[config.mk]
export PLATFORM = sky130hd
export DESIGN_NAME = gn2_ram
export DESIGN_NICKNAME = d
export VERILOG_FILES = /design/src/design/assert_macros.svh /design/src/design/gn2_ram.sv
export SDC_FILE = /design/constraint.sdc
export NUM_CORES = 2
export LEC_CHECK = 0
export ABC_AREA = 0
export BUFFER_PORTS_ARGS = -buffer_cell sky130_fd_sc_hd__buf_2
export CAP_MARGIN = 20
export CORE_ASPECT_RATIO = 0.5
export CORE_UTILIZATION = 55
export CTS_CLUSTER_DIAMETER = 30
export DETAILED_ROUTE_END_ITERATION = 12
export PLACE_DENSITY = 0.71
export SLEW_MARGIN = 20
export SYNTH_ARGS = -nofsm -noshare
export SYNTH_HDL_FRONTEND = slang
export SYNTH_SLANG_ARGS = --single-unit
[constraint.sdc]
create_clock -name clk -period 4.3 [get_ports clk]
set_clock_uncertainty 0.05 [all_clocks]
set_input_delay 0.645 -clock clk [delete_from_list [all_inputs] [get_ports clk]]
set_output_delay 0.645 -clock clk [all_outputs]
set_load 0.05 [all_outputs]
[src/design/assert_macros.svh]
// Assertion macros for the noise unit's top-level RTL file.
// Depends on nothing; the including module supplies clk and rst_n.
`ifndef ASSERT_MACROS_SVH
`define ASSERT_MACROS_SVH

// Checked at every rising edge outside reset.
`define GN2_ASSERT(lbl, prop, msg) \
  lbl: assert property (@(posedge clk) disable iff (!rst_n) (prop)) else $error(msg);

// Checked at every rising edge, reset included.
`define GN2_ASSERT_ALWAYS(lbl, prop, msg) \
  lbl: assert property (@(posedge clk) (prop)) else $error(msg);

`endif

[src/design/gn2_ram.sv]
// Generic RAM: one write port, two registered read ports.
// Depends on nothing.
module gn2_ram #(
  parameter int WIDTH = 8,
  parameter int DEPTH = 256,
  localparam int AW = (DEPTH > 1) ? $clog2(DEPTH) : 1
) (
  input  logic             clk,
  input  logic             wr_en,
  input  logic [AW-1:0]    wr_addr,
  input  logic [WIDTH-1:0] wr_data,
  input  logic             rd_en,
  input  logic [AW-1:0]    rd_addr_a,
  input  logic [AW-1:0]    rd_addr_b,
  output logic [WIDTH-1:0] rd_data_a,
  output logic [WIDTH-1:0] rd_data_b
);

  logic [WIDTH-1:0] mem [DEPTH];
  logic [WIDTH-1:0] rd_a_r;
  logic [WIDTH-1:0] rd_b_r;

  always_ff @(posedge clk) begin
    if (wr_en) begin
      mem[wr_addr] <= wr_data;
    end
    if (rd_en) begin
      rd_a_r <= mem[rd_addr_a];
      rd_b_r <= mem[rd_addr_b];
    end
  end

  assign rd_data_a = rd_a_r;
  assign rd_data_b = rd_b_r;

endmodule

Yosys cells after proc, flatten, opt, wreduce, memory -nomap -nowiden
Memories as Yosys holds them, arrays and structs flattened. A register that Yosys moved wholly into a read port is not among the register bits.
Cells that the tools add are included.

word-level totals
  register bits = 0
  bits in writable memories = 2,048
  input bits = 35
  output and inout port bits = 16
  logic and storage cells = 3
  memories = 1

operators by class
  muxes and demuxes = 2

memories
  name  depth  bits a word  rd ports  clocked after Yosys merged registers in  write ports  RTL line       source
  mem   256    8            2         2                                        1            gn2_ram.sv:19  logic [WIDTH-1:0] mem [DEPTH];

operators by type and width
  kind              count
  1-bit 2-to-1 mux  2

Depth between registers and ports, before layout
  depth after elaboration = 2
  gate-level depth with buffers = 12

Worst setup path before layout
Ideal clock, no wire load.

  kind = input port to flip-flop
  start point = input rd_addr_b[0]
  end point = register rd_b_r[0], in the netlist rd_data_b[0], read port of mem (data pin)
  data arrival time = 2.546 ns
  path slack = 1.427 ns
  stages on the path = 9
  path buffers = 3
  cell sequence = buf_4 buf_6 buf_2 mux4_2 mux4_2 nand2_1 a21oi_1 a21oi_1 a221oi_2

RTL lines
  what                RTL line       source
  start: declaration  gn2_ram.sv:14  input logic [AW-1:0] rd_addr_b,
  end: declaration    gn2_ram.sv:21  logic [WIDTH-1:0] rd_b_r;

==> results_dict.tcl <==
set metrics [dict create \
    outcome "complete, no violations" \
    powerDensity_nw_per_um2 445 \
    path_max_fanout 43 \
    dpl.cell_count 7359 \
    setup_viol 0 \
    cp_data_required_time_ns 4.83 \
    postCtsSetupRepairBufs 0 \
    antenna_found_initial 34 \
    worst_slew_pin_slew_ns 1.30 \
    synthToLayoutAreaGrowth_pct 15.1 \
    core_region_area_sq_um 174000 \
    crit_family "simple AND/OR/NAND/NOR gates" \
    hp-class "input pin to flop" \
    slew_violations 0 \
    worst_slack_ns 0.820 \
    cp_num_buf_inv 3 \
    place_congestion 0.951 \
    syn_nets 4882 \
    grt_pass1_vias 57800 \
    cts_tree "built" \
    die_x_um 596 \
    synth_seq_area_share 0.638 \
    synthesis.area_sq_um 97100 \
    die_y_um 299 \
    peakVddDrop_mv 0.283 \
    wl_met2_um 135000 \
    h-tree-depth 5 \
    synth_area_per_cell_sq_um 20.0 \
    grt_pass1_wl_um 440000 \
    period_share 0.809 \
    dp_slack_ns 0.0450 \
    via_count 58700 \
    grt_setup_unrepaired "false" \
    numCtsBuffers 281 \
    fin_nets 5312 \
    drc_errors 0 \
    cts.sink_count 2064 \
    dr.pass1.iters 6 \
    synth_ff_type "edfxtp_1" \
    fmax_mhz 287 \
    fin_cells 7884 \
    ys_seq_elements 2064 \
    post_drt_wl_per_cell_um 39.7 \
    dp_hpwl_um 205000 \
    slowest_delay_ns 0.79 \
    max-slew-margin-rel 0.124 \
    synthCells 4847 \
    placed_area_sq_um 102000 \
    totalWireLength_um 313000 \
    fill_cells 11500 \
    drive_gt1_frac 0.385 \
    path_cells "buf_8 > buf_12 > buf_4 > mux4_2 > o21ba_2 > o22ai_1 > nor3_1 > nor3_1 > nor4_1" \
    period_needed_ns 3.48 \
    numPortBuffers 50 \
    grt_max_degree 136 \
    track_usage 0.353 \
    via_per_inst 7.45 \
    clock_latency_ns 0.85 \
    drt_iter0_drc 11100 \
    power_leakage_nw 36.0 \
    highest_layer "met5" \
    cp-end-kind "flop" \
    hold_viol_final 0 \
    cts-resized-gates 0 \
    ys_types 64 \
    cp_slowest_cell "nor3_1" \
    arrival_ns 4.01 \
    synth_area_leader_cell "edfxtp_1" \
    dieArea_sq_um 178000 \
    critPathLaunchType "input pin" \
    clock_path_buffers 4 \
    initial_core_util 0.557 \
    synth_top_area_frac 0.638 \
    met1_length_um 110000 \
    path_class "input pin to flop" \
    wl_met3_um 55000 \
    holdBufCountCts 0 \
    root_buffer "clkbuf_16" \
    grt_overflow 0 \
    clk_pin_slew_worst_paths_ns 0.06 \
    yosysWarnings 0 \
    num_rows 108 \
    cap_violations 0 \
    cp_common_cell "nor3_1" \
    synth_edf_count 2064 \
    synth-async-reset-ratio 0 \
    synth_area_leaders "edfxtp_1 64%, mux4_2 24%, mux2i_1 2.4%, nor2_1 1.2%, o221ai_1 0.59%" \
    finalInstanceArea_sq_um 112000 \
    num_io_pins 51 \
    antenna_left 0 \
]
==> cell usage in the layout (no fill, tap or decap), drive strengths merged, types with 38 or more instances in the layout <==
cell type,n
edfxtp,2064
mux4,1051
buf,533
clkbuf,322
nor2,299
mux2i,236
nand2,114
clkinv,85
a21oi,79
o221ai,67
inv,63
a22oi,62
nand3,52
o22ai,48
mux2,38
==> cell families after synthesis <==
group           synth area share
simple gates              0.0269
buf+inv                   0.0273
flops                      0.638
mux                        0.272
compound gates            0.0353
==> flip-flops by register name, summed over array words and instances, names as in the netlist <==
name       flops
mem         2048
rd_data_a      8
rd_data_b      8
==> stage by stage <==
step	setup TNS [ns]	hold slack (ns)	power, mW	util
finish	0	0.233	49.8	0.641
global route	0	0.214	50.7	0.641
CTS	0	0.208	49.7	0.640
detailed placement	0	1.03	26.6	0.587
global placement	-0.130	1.07	26.5	0.587
floorplan	0	0.694	24.9	-
==> routing by layer <==
layer | GRT usage | vias to the layer above
met2 | 0.498 | 5214
met1 | 0.495 | 30600
met4 | 0.133 | 20
met3 | 0.148 | 809
li1 | - | 22000
met5 | 0 | -
==> cell type report <==
type | count | area, sq um | share of cell area
sequential | 2064 | 62000 | 0.554
multi-input combinational | 2382 | 32500 | 0.291
clock buffer | 313 | 7320 | 0.0655
timing repair buffer | 542 | 4890 | 0.0438
tap | 2365 | 2960 | 0.0265
clock inverter | 187 | 2020 | 0.0181
antenna | 25 | 62.6 | 0.000560
inverter | 6 | 25.0 | 0.000224
==> cell usage after synthesis (all sizes together), types with 3 or more instances <==
master,instances
nor2b,27
nand3,52
and3b,5
o31ai,11
o22ai,48
o21bai,5
a2111oi,3
clkinv,4
o32ai,3
a221o,10
nor4,7
nor3b,7
a21oi,79
mux2i,236
o221ai,67
buf,258
nand4,13
nor2,299
a211o,6
a211oi,28
o21ai,37
mux4,1051
nor3,21
a31oi,4
clkbuf,137
or2,6
a22o,22
a221oi,37
a32o,4
a22oi,62
and2,12
and3,5
o211ai,13
o2111ai,4
mux2,38
o211a,3
nand2,114
nand2b,11
a2bb2oi,9
edfxtp,2064
nand3b,6
==> report_power, final <==
group          switching (mW)  internal (mW)  total (mW)
logic                    2.51           1.55        4.06
registers              0.0555           22.2        22.3
clock network            9.38           14.1        23.5
total                    11.9           37.9        49.8
==> path summary, 6_finish.rpt <==
| path | from | cells after the start | to | slack (ns) |
|---|---|---|---|---|
| setup / recovery | rd_addr_b[1] | 9 | rd_data_b[5]$_DFFE_PP_ | 0.82 |
| hold / removal | wr_data[6] | 1 | mem[253][6]$_DFFE_PP_ | 0.23 |
| setup reg to reg | mem[187][4]$_DFFE_PP_ | 6 | rd_data_a[4]$_DFFE_PP_ | 1.23 |
| hold reg to reg | mem[44][6]$_DFFE_PP_ | 6 | rd_data_a[6]$_DFFE_PP_ | 1.05 |
No activity file was read; power rests on OpenSTA's default activity.
