### src/design/assert_macros.svh
// Assertion macros for the noise unit's top-level RTL file.
// Depends on nothing; the including module supplies clk and rst_n.
`ifndef ASSERT_MACROS_SVH
`define ASSERT_MACROS_SVH

// Checked at every rising edge outside reset.
`define GN2_ASSERT(lbl, prop, msg) \
  lbl: assert property (@(posedge clk) disable iff (!rst_n) (prop)) else $error(msg);

// Checked at every rising edge, reset included.
`define GN2_ASSERT_ALWAYS(lbl, prop, msg) \
  lbl: assert property (@(posedge clk) (prop)) else $error(msg);

`endif

### src/design/gn2_pkg.sv
// Shared constants, command codes and the gradient select for the noise unit.
// Depends on nothing.
package gn2_pkg;

  localparam int TABLE_ENTRIES   = 256;
  localparam int COORD_FRAC_BITS = 8;
  localparam int OUT_FRAC_BITS   = 14;

  // Internal values carry 16 fraction bits; VW covers the largest gradient sum.
  localparam int VW    = 20;
  localparam int FW    = 17;
  localparam int ONE16 = 65536;

  typedef enum logic {
    CMD_LOAD = 1'b0,
    CMD_EVAL = 1'b1
  } cmd_t;

  // Dot product of one of 16 gradients with the corner offset.
  function automatic logic signed [VW-1:0] corner_grad(input logic [3:0] h,
                                                       input logic signed [VW-1:0] dx,
                                                       input logic signed [VW-1:0] dy);
    logic signed [VW-1:0] u;
    logic signed [VW-1:0] v;
    u = (h < 4'd8) ? dx : dy;
    if (h < 4'd4) begin
      v = dy;
    end else if (h == 4'd12 || h == 4'd14) begin
      v = dx;
    end else begin
      v = '0;
    end
    return (h[0] ? -u : u) + (h[1] ? -v : v);
  endfunction

endpackage

### src/design/gn2_blend.sv
// Two-stage linear interpolation a + floor(w * (b - a) / 2^16).
// Depends on gn2_pkg.
module gn2_blend (
  input  logic                            clk,
  input  logic                            en,
  input  logic [gn2_pkg::FW-1:0]          w,
  input  logic signed [gn2_pkg::VW-1:0]   a,
  input  logic signed [gn2_pkg::VW-1:0]   b,
  output logic signed [gn2_pkg::VW-1:0]   y
);

  localparam int PW = gn2_pkg::VW + 1 + gn2_pkg::FW + 1;

  logic signed [gn2_pkg::VW:0]   diff;
  logic signed [gn2_pkg::FW:0]   w_s;
  logic signed [PW-1:0]          prod_r;
  logic signed [gn2_pkg::VW-1:0] a_r;
  logic signed [gn2_pkg::VW-1:0] y_r;

  assign diff = (gn2_pkg::VW + 1)'(b) - (gn2_pkg::VW + 1)'(a);
  assign w_s  = $signed({1'b0, w});

  always_ff @(posedge clk) begin
    if (en) begin
      prod_r <= PW'(w_s) * PW'(diff);
      a_r    <= a;
      y_r    <= a_r + gn2_pkg::VW'(prod_r >>> 16);
    end
  end

  assign y = y_r;

endmodule

### config.mk
export PLATFORM = sky130hd
export DESIGN_NAME = gn2_blend
export DESIGN_NICKNAME = d
export VERILOG_FILES = /design/src/design/assert_macros.svh /design/src/design/gn2_pkg.sv /design/src/design/gn2_blend.sv
export SDC_FILE = /design/constraint.sdc
export NUM_CORES = 1
export LEC_CHECK = 0
export BUFFER_PORTS_ARGS = -buffer_cell sky130_fd_sc_hd__buf_2
export CAP_MARGIN = 25
export CORE_UTILIZATION = 63
export CTS_CLUSTER_DIAMETER = 40
export DETAILED_ROUTE_END_ITERATION = 10
export PLACE_DENSITY = 0.9
export SETUP_SLACK_MARGIN = 0.05
export SLEW_MARGIN = 30
export SYNTH_ARGS = -nofsm -noshare
export SYNTH_HDL_FRONTEND = slang
export SYNTH_SLANG_ARGS = --single-unit
### constraint.sdc
create_clock -name clk -period 18.6 [get_ports clk]
set_input_delay 2.79 -clock clk [delete_from_list [all_inputs] [get_ports clk]]
set_output_delay 2.79 -clock clk [all_outputs]
set_load 0.01 [all_outputs]
Word-level counts from Yosys, hierarchy flattened
Index checks and enable logic that the tools add are counted.
{"block": "totals", "regBits": 76, "input_bits": 59, "out_inout_bits": 20, "word_cells": 6}
{"block": "classes", "add_sub_neg": 2, "multipliers": 1}
{"operator": "$mul 18x21->36", "count": 1}
{"operator": "$sub 20x20->21", "count": 1}
{"operator": "$add 20x20->20", "count": 1}

Longest topological paths before layout
{"block": "logic_depth", "word_depth": 2, "ltp_mapped": 34, "ltp_nobuf": 33}

Least setup slack after synthesis
No wires, ideal clock.
{"block": "synth_timing", "kind": "input -> register", "startpoint": "in a[2] (netlist bit)", "endpoint": "reg prod_r[30] (data pin)", "setup_ns": 0.264, "arrival_time_ns": 10.343, "t_required_ns": 18.336, "setup_slack_ns": 7.993, "cell_stages": 33, "path_buffers": 1, "cell_sequence": "inv_1 ha_1 nor2b_1 o31a_1 o311ai_2 a21oi_1 o31ai_1 a21boi_1 o21a_1 nor2_1 xnor2_2 buf_2 nand2_1 fa_1 fa_1 fa_1 inv_1 fa_1 fa_1 inv_1 fa_1 inv_1 ha_1 o21a_1 o211ai_1 a21oi_1 a221o_1 a41oi_1 o21ai_0 a21o_1 a21o_1 a211oi_1 a21oi_1"}
{"block": "synth_via", "elab_chain_len": 2}
{"element": "start: declaration", "line": "gn2_blend.sv:7", "text": "input logic signed [gn2_pkg::VW-1:0] a,"}
{"element": "$sub 20x20->21", "line": "gn2_blend.sv:20", "text": "assign diff = (gn2_pkg::VW + 1)'(b) - (gn2_pkg::VW + 1)'(a);"}
{"element": "$mul 18x21->36", "line": "gn2_blend.sv:25", "text": "prod_r <= PW'(w_s) * PW'(diff);"}
{"element": "end signal: assignment", "line": "gn2_blend.sv:25"}
{"element": "end: declaration", "line": "gn2_blend.sv:16", "text": "logic signed [PW-1:0] prod_r;"}
No other way between the ends.
A chain may end at the register's enable or synchronous reset.

Worst setup path in the final report
{"block": "layout_timing", "startpoint": "in a[0] (netlist bit)", "endpoint": "reg prod_r[30] (data pin)"}
Same word-level chain as after synthesis.

==> results.cfg <==
[status]
run_status = finished, final reports clean

[sta]
rsz0062_at_grt = no
min_period_ns = 12.05
finalSetupTns_ns = 0
relSlewSlack_pct = 31.2
finalMaxSlewViolations = 0
setup_viol_count_final = 0
hold_viol = 0
min_period_over_period_pct = 64.8
timing.fmax_ghz = 0.0830
skew_ns = 0.0117
worst_slew_pin_slew_ns = 1.03

[placement]
gp_congestion = 0.859
dp.cells = 2002
hpwlAfterDp_mm = 28.6
portBuffers = 78
post_dp_cell_area_um2 = 16300

[die]
rows = 57
core_um2 = 24200
die_h_um = 159
die_x_um = 159
initial_core_util_pct = 64.1
dieArea_um2 = 25300
num_io_pins = 79

[worst_setup_path]
cp-end-kind = register
crit_path_max_fanout = 17
worstReg2RegStart = a_r[0]$_DFFE_PP_
path_common_cell = fa_1
max_stage_delay_ns = 0.71
rrSetupSlack_ns = 15.27
critPathRequiredTime_ns = 18.67
reg2regPathDepth = 13
cp_num_buf_inv = 4
startpoint_type = input port
critPathTopFamily = adder cells
r2r_end = y[18]$_DFFE_PP_
critical_path_class = in2reg
slowest_stage = xnor2_2
critPathArrivalTime_ns = 12.12

[layout]
finalNonFillerCells = 2017
design_area_um2 = 16600
synthToLayoutAreaGrowth_pct = 6.54
drive_above_1_share_pct = 6.91
diodes = 0
final_common_cell = inv_1
num-nets-final = 2209
layout_common_cells = inv_1 (432), fa_1 (336), nand2_1 (206), and2_1 (139), ha_1 (125)

[worst_hold_path]
hp-start = prod_r[16]$_DFFE_PP_
worstHoldPathCells = 1
min_path_type = reg2reg
min_to = y[0]$_DFFE_PP_

[detailed_routing]
wire_per_inst_um = 17.8
viasPerCell = 5.61
drtIter0Drc = 849
routed_wl_mm = 36.0
drtPass1Iterations = 7
drc = 0
via_count = 11300
ant_nets = 0

[global_route]
grt_overflow = 0
grt.total_usage_pct = 30.6
first_global_vias = 13100
antenna_found_initial = 0
grt_max_degree = 61
grt_pass1_wl_mm = 61.2

[cts]
clkSinkCount = 60
clk_latency_ns = 0.35
cts_tree = built
post_cts_resized = 0
cts_buffers = 9
postCtsHoldBufs = 0
cts_buffer_depth = 2
cts-root-buf = clkbuf_16
htreeDepth = 3
cts_setup_buffers = 0
clk_pin_slew_ns = 0.06

[run]
maxCapViolCount = 0

[synthesis]
synth_edf_count = 60
synth_fp_nets = 2165
syn_inst = 1645
ys_ff_latch = 60
netlist_area_um2 = 15500
yosysUniqueCellTypes = 48
yosysWarnings = 0
async_flop_share_pct = 0
ys.flop_type = edfxtp_1
ys_seq_area_share_pct = 11.6
avgSynthCellArea_um2 = 9.45
per-layer routing:
| metal | vias up | GRT usage [%] | routed length (um) |
|---|---|---|---|
| li1 | 4943 | - | - |
| met1 | 5664 | 35.7 | 13000 |
| met2 | 546 | 55.0 | 18600 |
| met3 | 156 | 4.30 | 2540 |
| met4 | 0 | 15.9 | 1750 |
| met5 | - | 0 | 0 |
worst reg2reg max path, delay by kind of cell, from the launching register on:
kind	cells	cell delay, ns
XOR/XNOR	1	0.17
AO/OA/AOI/OAI	8	2.00
adder cells (fa/ha/maj)	2	0.41
flip-flops	1	0.38
buffers and inverters	2	0.12
how the worst max path moves through the flow:
stage | cells after the start | to | slack (ns) | start
floorplan | 33 | prod_r[30]$_DFFE_PP_ | 7.99 | a[2]
global route | 33 | prod_r[30]$_DFFE_PP_ | 6.30 | a[0]
finish | 33 | prod_r[30]$_DFFE_PP_ | 6.56 | a[0]
global placement | 33 | prod_r[30]$_DFFE_PP_ | 6.95 | a[0]
CTS | 33 | prod_r[30]$_DFFE_PP_ | 6.70 | a[0]
detailed placement | 33 | prod_r[30]$_DFFE_PP_ | 6.59 | a[0]
Yosys cell counts (2+ instances only):
cell	number	area share, %
nand4_1	2	0.080
nand3_1	8	0.26
o21bai_1	2	0.097
xor2_1	17	0.96
a211o_1	3	0.17
a211oi_1	6	0.29
a31oi_1	2	0.080
fa_1	336	43
a21o_1	13	0.63
o21ai_0	26	0.84
a221o_1	2	0.13
nand2_1	206	5.0
nor2b_1	33	1.3
and2_1	139	5.6
o2111ai_1	2	0.11
nor3_1	9	0.29
o21a_1	9	0.43
a41oi_1	2	0.11
edfxtp_1	60	12
o31ai_1	2	0.097
clkbuf_1	54	1.3
xnor2_1	48	2.7
o211ai_1	5	0.24
nor2_1	27	0.65
or3_1	3	0.12
a21oi_1	36	1.2
buf_2	3	0.097
o31a_1	2	0.11
ha_1	125	10
and3_1	4	0.16
inv_1	432	10
nand2b_1	11	0.44
area by class of cell:
type,instances,area [um^2]
multi-input cells,1096,12000
repair buffers,90,480
clock inverters,6,56.3
inverters,432,1620
well taps,324,405
fillers,1737,7680
flip-flops and latches,60,1800
clock buffers,9,225
sequential cells by signal, summed over array words and instances, names as in the netlist:
name / count
prod_r: 20
y: 20
a_r: 20
logic make-up after synthesis:
kind of cell             synth area share, %
flip-flops                              11.6
XOR/XNOR                                3.91
buffers and inverters                   11.8
adder cells (fa/ha/maj)                 53.3
AO/OA/AOI/OAI                           5.29
AND/OR/NAND/NOR                         14.1
stage by stage:
step,setup slack [ns],utilization [%],hold slack [ns]
after global routing,6.30,68.3,0.571
after floorplan,7.99,-,0.513
final,6.56,68.3,0.550
after detailed placement,6.59,67.1,0.541
after global placement,6.95,67.1,0.533
after CTS,6.70,68.2,0.554
Power is not shown: default switching activity piles up to over one toggle a cycle in this logic, so the estimate is an artifact.
