<file path="src/design/assert_macros.svh">
// Assertion macros for the noise unit's top-level RTL file.
// Depends on nothing; the including module supplies clk and rst_n.
`ifndef ASSERT_MACROS_SVH
`define ASSERT_MACROS_SVH

// Checked at every rising edge outside reset.
`define GN2_ASSERT(lbl, prop, msg) \
  lbl: assert property (@(posedge clk) disable iff (!rst_n) (prop)) else $error(msg);

// Checked at every rising edge, reset included.
`define GN2_ASSERT_ALWAYS(lbl, prop, msg) \
  lbl: assert property (@(posedge clk) (prop)) else $error(msg);

`endif

</file>
<file path="src/design/gn2_pkg.sv">
// Shared constants, command codes and the gradient select for the noise unit.
// Depends on nothing.
package gn2_pkg;

  localparam int TABLE_ENTRIES   = 256;
  localparam int COORD_FRAC_BITS = 8;
  localparam int OUT_FRAC_BITS   = 14;

  // Internal values carry 16 fraction bits; VW covers the largest gradient sum.
  localparam int VW    = 20;
  localparam int FW    = 17;
  localparam int ONE16 = 65536;

  typedef enum logic {
    CMD_LOAD = 1'b0,
    CMD_EVAL = 1'b1
  } cmd_t;

  // Dot product of one of 16 gradients with the corner offset.
  function automatic logic signed [VW-1:0] corner_grad(input logic [3:0] h,
                                                       input logic signed [VW-1:0] dx,
                                                       input logic signed [VW-1:0] dy);
    logic signed [VW-1:0] u;
    logic signed [VW-1:0] v;
    u = (h < 4'd8) ? dx : dy;
    if (h < 4'd4) begin
      v = dy;
    end else if (h == 4'd12 || h == 4'd14) begin
      v = dx;
    end else begin
      v = '0;
    end
    return (h[0] ? -u : u) + (h[1] ? -v : v);
  endfunction

endpackage

</file>
<file path="src/design/gn2_fade.sv">
// Three-stage quintic fade 6t^5 - 15t^4 + 10t^3 on a 16-bit fraction.
// Depends on gn2_pkg.
module gn2_fade (
  input  logic                     clk,
  input  logic                     en,
  input  logic [15:0]              t,
  output logic [gn2_pkg::FW-1:0]   fade
);

  logic [19:0] n1;
  logic [35:0] m1_r;
  logic [31:0] m2_r;
  logic [15:0] t_r;
  logic [19:0] s2_nxt;
  logic [15:0] t3_nxt;
  logic [31:0] t3_prod;
  logic [19:0] s2_r;
  logic [15:0] t3_r;
  logic [35:0] f_prod;
  logic [gn2_pkg::FW-1:0] fade_r;

  assign n1      = 20'(983040) - 20'(20'(t) * 20'd6);
  assign s2_nxt  = 20'(655360) - 20'(m1_r >> 16);
  assign t3_prod = 32'(m2_r[31:16]) * 32'(t_r);
  assign t3_nxt  = t3_prod[31:16];
  assign f_prod  = 36'(t3_r) * 36'(s2_r);

  always_ff @(posedge clk) begin
    if (en) begin
      m1_r   <= 36'(t) * 36'(n1);
      m2_r   <= 32'(t) * 32'(t);
      t_r    <= t;
      s2_r   <= s2_nxt;
      t3_r   <= t3_nxt;
      fade_r <= gn2_pkg::FW'(f_prod >> 16);
    end
  end

  assign fade = fade_r;

endmodule

</file>
<file path="config.mk">
export PLATFORM = sky130hd
export DESIGN_NAME = gn2_fade
export DESIGN_NICKNAME = d
export VERILOG_FILES = /design/src/design/assert_macros.svh /design/src/design/gn2_pkg.sv /design/src/design/gn2_fade.sv
export SDC_FILE = /design/constraint.sdc
export NUM_CORES = 2
export LEC_CHECK = 0
export BUFFER_PORTS_ARGS = -buffer_cell sky130_fd_sc_hd__buf_2
export CAP_MARGIN = 20
export CORE_MARGIN = 2
export CORE_UTILIZATION = 45
export CTS_BUF_LIST = sky130_fd_sc_hd__clkbuf_8
export DETAILED_ROUTE_END_ITERATION = 12
export GPL_TIMING_DRIVEN = 0
export HOLD_SLACK_MARGIN = 0.02
export SYNTH_ARGS = -nofsm -noshare
export SYNTH_HDL_FRONTEND = slang
export SYNTH_SLANG_ARGS = --single-unit
</file>
<file path="constraint.sdc">
create_clock -name clk -period 22.6 [get_ports clk]
set_clock_uncertainty 0.05 [all_clocks]
set_input_delay 4.52 -clock clk [delete_from_list [all_inputs] [get_ports clk]]
set_output_delay 4.52 -clock clk [all_outputs]
set_load 0.02 [all_outputs]
</file>
* After elaboration in Yosys (flattened, before gate mapping)
Cells that the tools add are included.
Operators by class: add/subtract/negate cells 2, $mul 5
Operators with widths (count):
- 16-bit by 16-bit multiplier with 32-bit output | 2
- 16-bit by 20-bit multiplier with 36-bit output | 1
- 16-bit by 20-bit multiplier with 33-bit output | 1
- 20-bit by 19-bit subtractor with 20-bit output, first input constant | 1
- 20-bit subtractor, first input constant | 1
- 16-bit by 2-bit multiplier with 18-bit output, second input constant | 1
Word-level totals: register bits after elaboration 137, bits of input ports 18, output and inout port bits 17, logic and storage cells 13

* Logic depth before layout (Yosys ltp)
depth in word-level cells 3, gate-level depth with buffers 34, mapped depth without buffers 32

* Worst setup path after synthesis
OpenSTA, ideal clock, no wires.
kind input to register, from input t[0], to register m1_r[28] (data pin), setup time 0.258 ns, data arrival time 12.270 ns, required time 22.292 ns, setup slack 10.022 ns, stages 31, path buffers 1, cell sequence ha_1 > fa_1 > a21o_1 > and3_4 > o41a_1 > o211ai_2 > nand4_4 > nor4_4 > nand2_2 > xnor2_2 > buf_4 > nand2_1 > fa_1 > fa_1 > fa_1 > inv_1 > fa_1 > fa_1 > inv_1 > fa_1 > inv_1 > ha_1 > a21o_1 > a21o_1 > a21oi_1 > o311ai_0 > a21oi_1 > o21ai_0 > a211o_1 > a21oi_1 > xnor2_1
Between the ends: longest elaborated chain between the ends 3
RTL lines:
- start, declared | line gn2_fade.sv:6 | input logic [15:0] t,
- 16-bit by 2-bit multiplier with 18-bit output | line gn2_fade.sv:22 | assign n1 = 20'(983040) - 20'(20'(t) * 20'd6);
- 20-bit by 19-bit subtractor with 20-bit output | line gn2_fade.sv:22
- 16-bit by 20-bit multiplier with 36-bit output (*) | line gn2_fade.sv:30 | m1_r <= 36'(t) * 36'(n1);
- end signal, assigned | line gn2_fade.sv:30
- end, declared | line gn2_fade.sv:11 | logic [35:0] m1_r;
Mark *: on every way between the ends. The rest lies on a longest branch, timed or not. A chain may end at the register's enable or synchronous reset.

* Worst setup path in the final report
from input t[4], to register m1_r[28] (data pin)
Same word-level chain as after synthesis.

==> results.toml <==
[place]
hpwl_um = 81700
portBuffers = 34
gp_congestion = 0.914

[min_path]
min_to = "s2_r[0]"
min-delay-start = "m1_r[16]"
holdPathStages = 0
holdCritPathClass = "reg2reg"

[setup_path]
start_kind = "input pin"
cp-startpoint = "t[4]"
timing.rr.start = "s2_r[9]"
cp.required_ns = 22.75
r2r_cells = 23
critPathKind = "in2reg"
rrSetupSlack_ns = 14.86
arrival_ns = 14.50
rr_endpoint = "fade[14]"
slowest_delay_ns = 0.72
crit_fanout = 11
cp_slowest_cell = "clkbuf_1"
crit_top_cell = "fa_1"
crit_path_end_kind = "flip-flop"

[sta]
finalHoldViolations = 0
maxSlewViolCount = 0
period_share = 0.635
setup_viol = 0
worst_pin_slew_ns = 1.04
post-route-min-period_ns = 14.34
fmax_ghz = 0.0697
slew_headroom = 0.304
setup_tns_ns = 0
rsz0062_at_grt = "no"

[clocking]
clk_latency_ns = 0.46
cts-resized-gates = 0
ctsHoldBuffers = 0
cts-buffers-inserted = 9
post-cts-setup-buffer-count = 0
cts_buffer_depth = 2
h-tree-depth = 3
cts_tree = "yes"
clkSinkCount = 105
clkTransAtPathRegs_ns = 0.14
clockRootBuffer = "clkbuf_8"

[synthesis]
synthCells = 4075
synthMuxAreaShare = 0.000560
syn_avg_cell_area_sq_um = 9.32
synth_cell_types = 80
netlist_area_sq_mm = 0.0380
ys_warn_count = 0
ys_ff_latch = 105
synthSimpleGateAreaFrac = 0.143
synth_ff_type = "edfxtp_1"
synth_top_family_by_area = "adder cells"
seq_area_frac_synth = 0.0831
syn-num-nets = 5350
synth_compound_area_frac = 0.0465
synthTopCellsByArea = "fa_1 45%, ha_1 14%, inv_1 10%, edfxtp_1 8.3%, nand2_1 6.3%"
netlist.top_cell.by_area = "fa_1"
async_flop_share = 0
synthDominantCellAreaShare = 0.445
synth-edff-count = 105
synth_xor_area_frac = 0.0276
synth-adder-area-share = 0.581

[cells_and_area]
multiInputGateArea_sq_mm = 0.0303
final_common_cell = "inv_1"
fin_nets = 5396
utilization = 0.475
register_area_sq_mm = 0.00315
final_layout_size_suffix_gt1_frac = 0.0245
syn_to_final_growth_pct = 4.66
layout_common_cells = "1027 x inv_1, 844 x fa_1, 634 x nand2_1"
fillers = 8050

[floorplanning]
io_pins = 35
fp-row-count = 106
die_x_um = 294
coreArea_sq_mm = 0.0836
die_area_sq_mm = 0.0867
start_util = 0.454
die_h_um = 294

[job]
maxCapViolCount = 0

[route]
antenna_left = 0
viasPerCell = 5.13
drc_errors = 0
wl_um = 96200
wl_per_cell_um = 18.5
drtIter0Drc = 1688
firstDrtPassIters = 7
vias = 26700

[global_route]
grt_pass1_wl_um = 157000
grt.overflow.total = 0
grt_usage = 0.236
grt_antenna_before_repair = 4
grt_pass1_vias = 28700
grt_max_degree = 55

[run_status]
status = "finished clean"
[registers in the layout, summed over array words and instances, names as in the netlist]
signal	flops
fade	17
m1_r	21
m2_r	16
s2_r	20
t3_r	16
t_r	15
[cell type report]
type,instances,area share
antenna,1,0.0000630
inverter,1034,0.0977
sequential,105,0.0794
multi-input combinational,2789,0.764
timing repair buffer,35,0.00504
clock inverter,7,0.00230
tap,1080,0.0340
buffer,147,0.0148
clock buffer,9,0.00312
[cell usage after synthesis, drive strengths merged (7+ instances only)]
master	n
fa	844
nand4	14
a21oi	71
o21ai	36
and2	289
clkbuf	138
ha	413
and3	7
nand2	635
o21a	15
a21o	39
buf	9
a211oi	8
o21bai	7
nand2b	18
xnor2	76
inv	1028
edfxtp	105
nor3	25
nor2b	17
o211ai	7
or4	8
xor2	41
nand3	20
nor2	104
a31oi	19
[logic make-up (layout without fill, tap and decap cells)]
kind of cell	Yosys count	in the layout
AOI/OAI and AO/OA	251	251
xor gates and xnor gates	117	117
adders and majority gates	1257	1257
buffers and inverters	1181	1232
DFF	105	105
muxes	2	2
other	0	1
and+or+nand+nor	1162	1162
[worst max path at each step]
stage               endpoint  slack, ns  cells after the start
floorplan           m1_r[28]      10.02                     31
global placement    m1_r[28]       7.83                     33
detailed placement  m1_r[28]       7.88                     32
CTS                 m1_r[28]       8.37                     32
global route        m1_r[28]       7.81                     32
finish              m1_r[28]       8.26                     32
[worst max-delay path, delay by kind of cell]
family,cells,cell delay (ns)
adder cells (fa/ha/maj),8,3.74
AO/OA/AOI/OAI,10,2.80
buffers and inverters,7,1.66
XOR/XNOR,3,1.28
AND/OR/NAND/NOR,4,0.47
[routing by layer]
metal | part of all wire | global-route usage | up-vias | wire, um
met5 | 0.00042 | 0 | - | 40
met1 | 0.43 | 0.321 | 13600 | 41600
li1 | - | - | 12200 | -
met2 | 0.48 | 0.396 | 766 | 45900
met4 | 0.029 | 0.0652 | 2 | 2830
met3 | 0.060 | 0.0329 | 149 | 5810
[metrics by stage]
step	hold slack, ns	area [sq um]	cells	setup slack (ns)
after floorplan	0.449	38000	4075	10.02
after global placement	0.498	39500	5189	7.83
after detailed placement	0.500	39500	5190	7.88
after CTS	0.542	39700	5206	8.37
after global routing	0.561	39700	5207	7.81
final	0.534	39700	5207	8.26
Power is not shown: default switching activity piles up to over one toggle a cycle in this logic, so the estimate is an artifact.
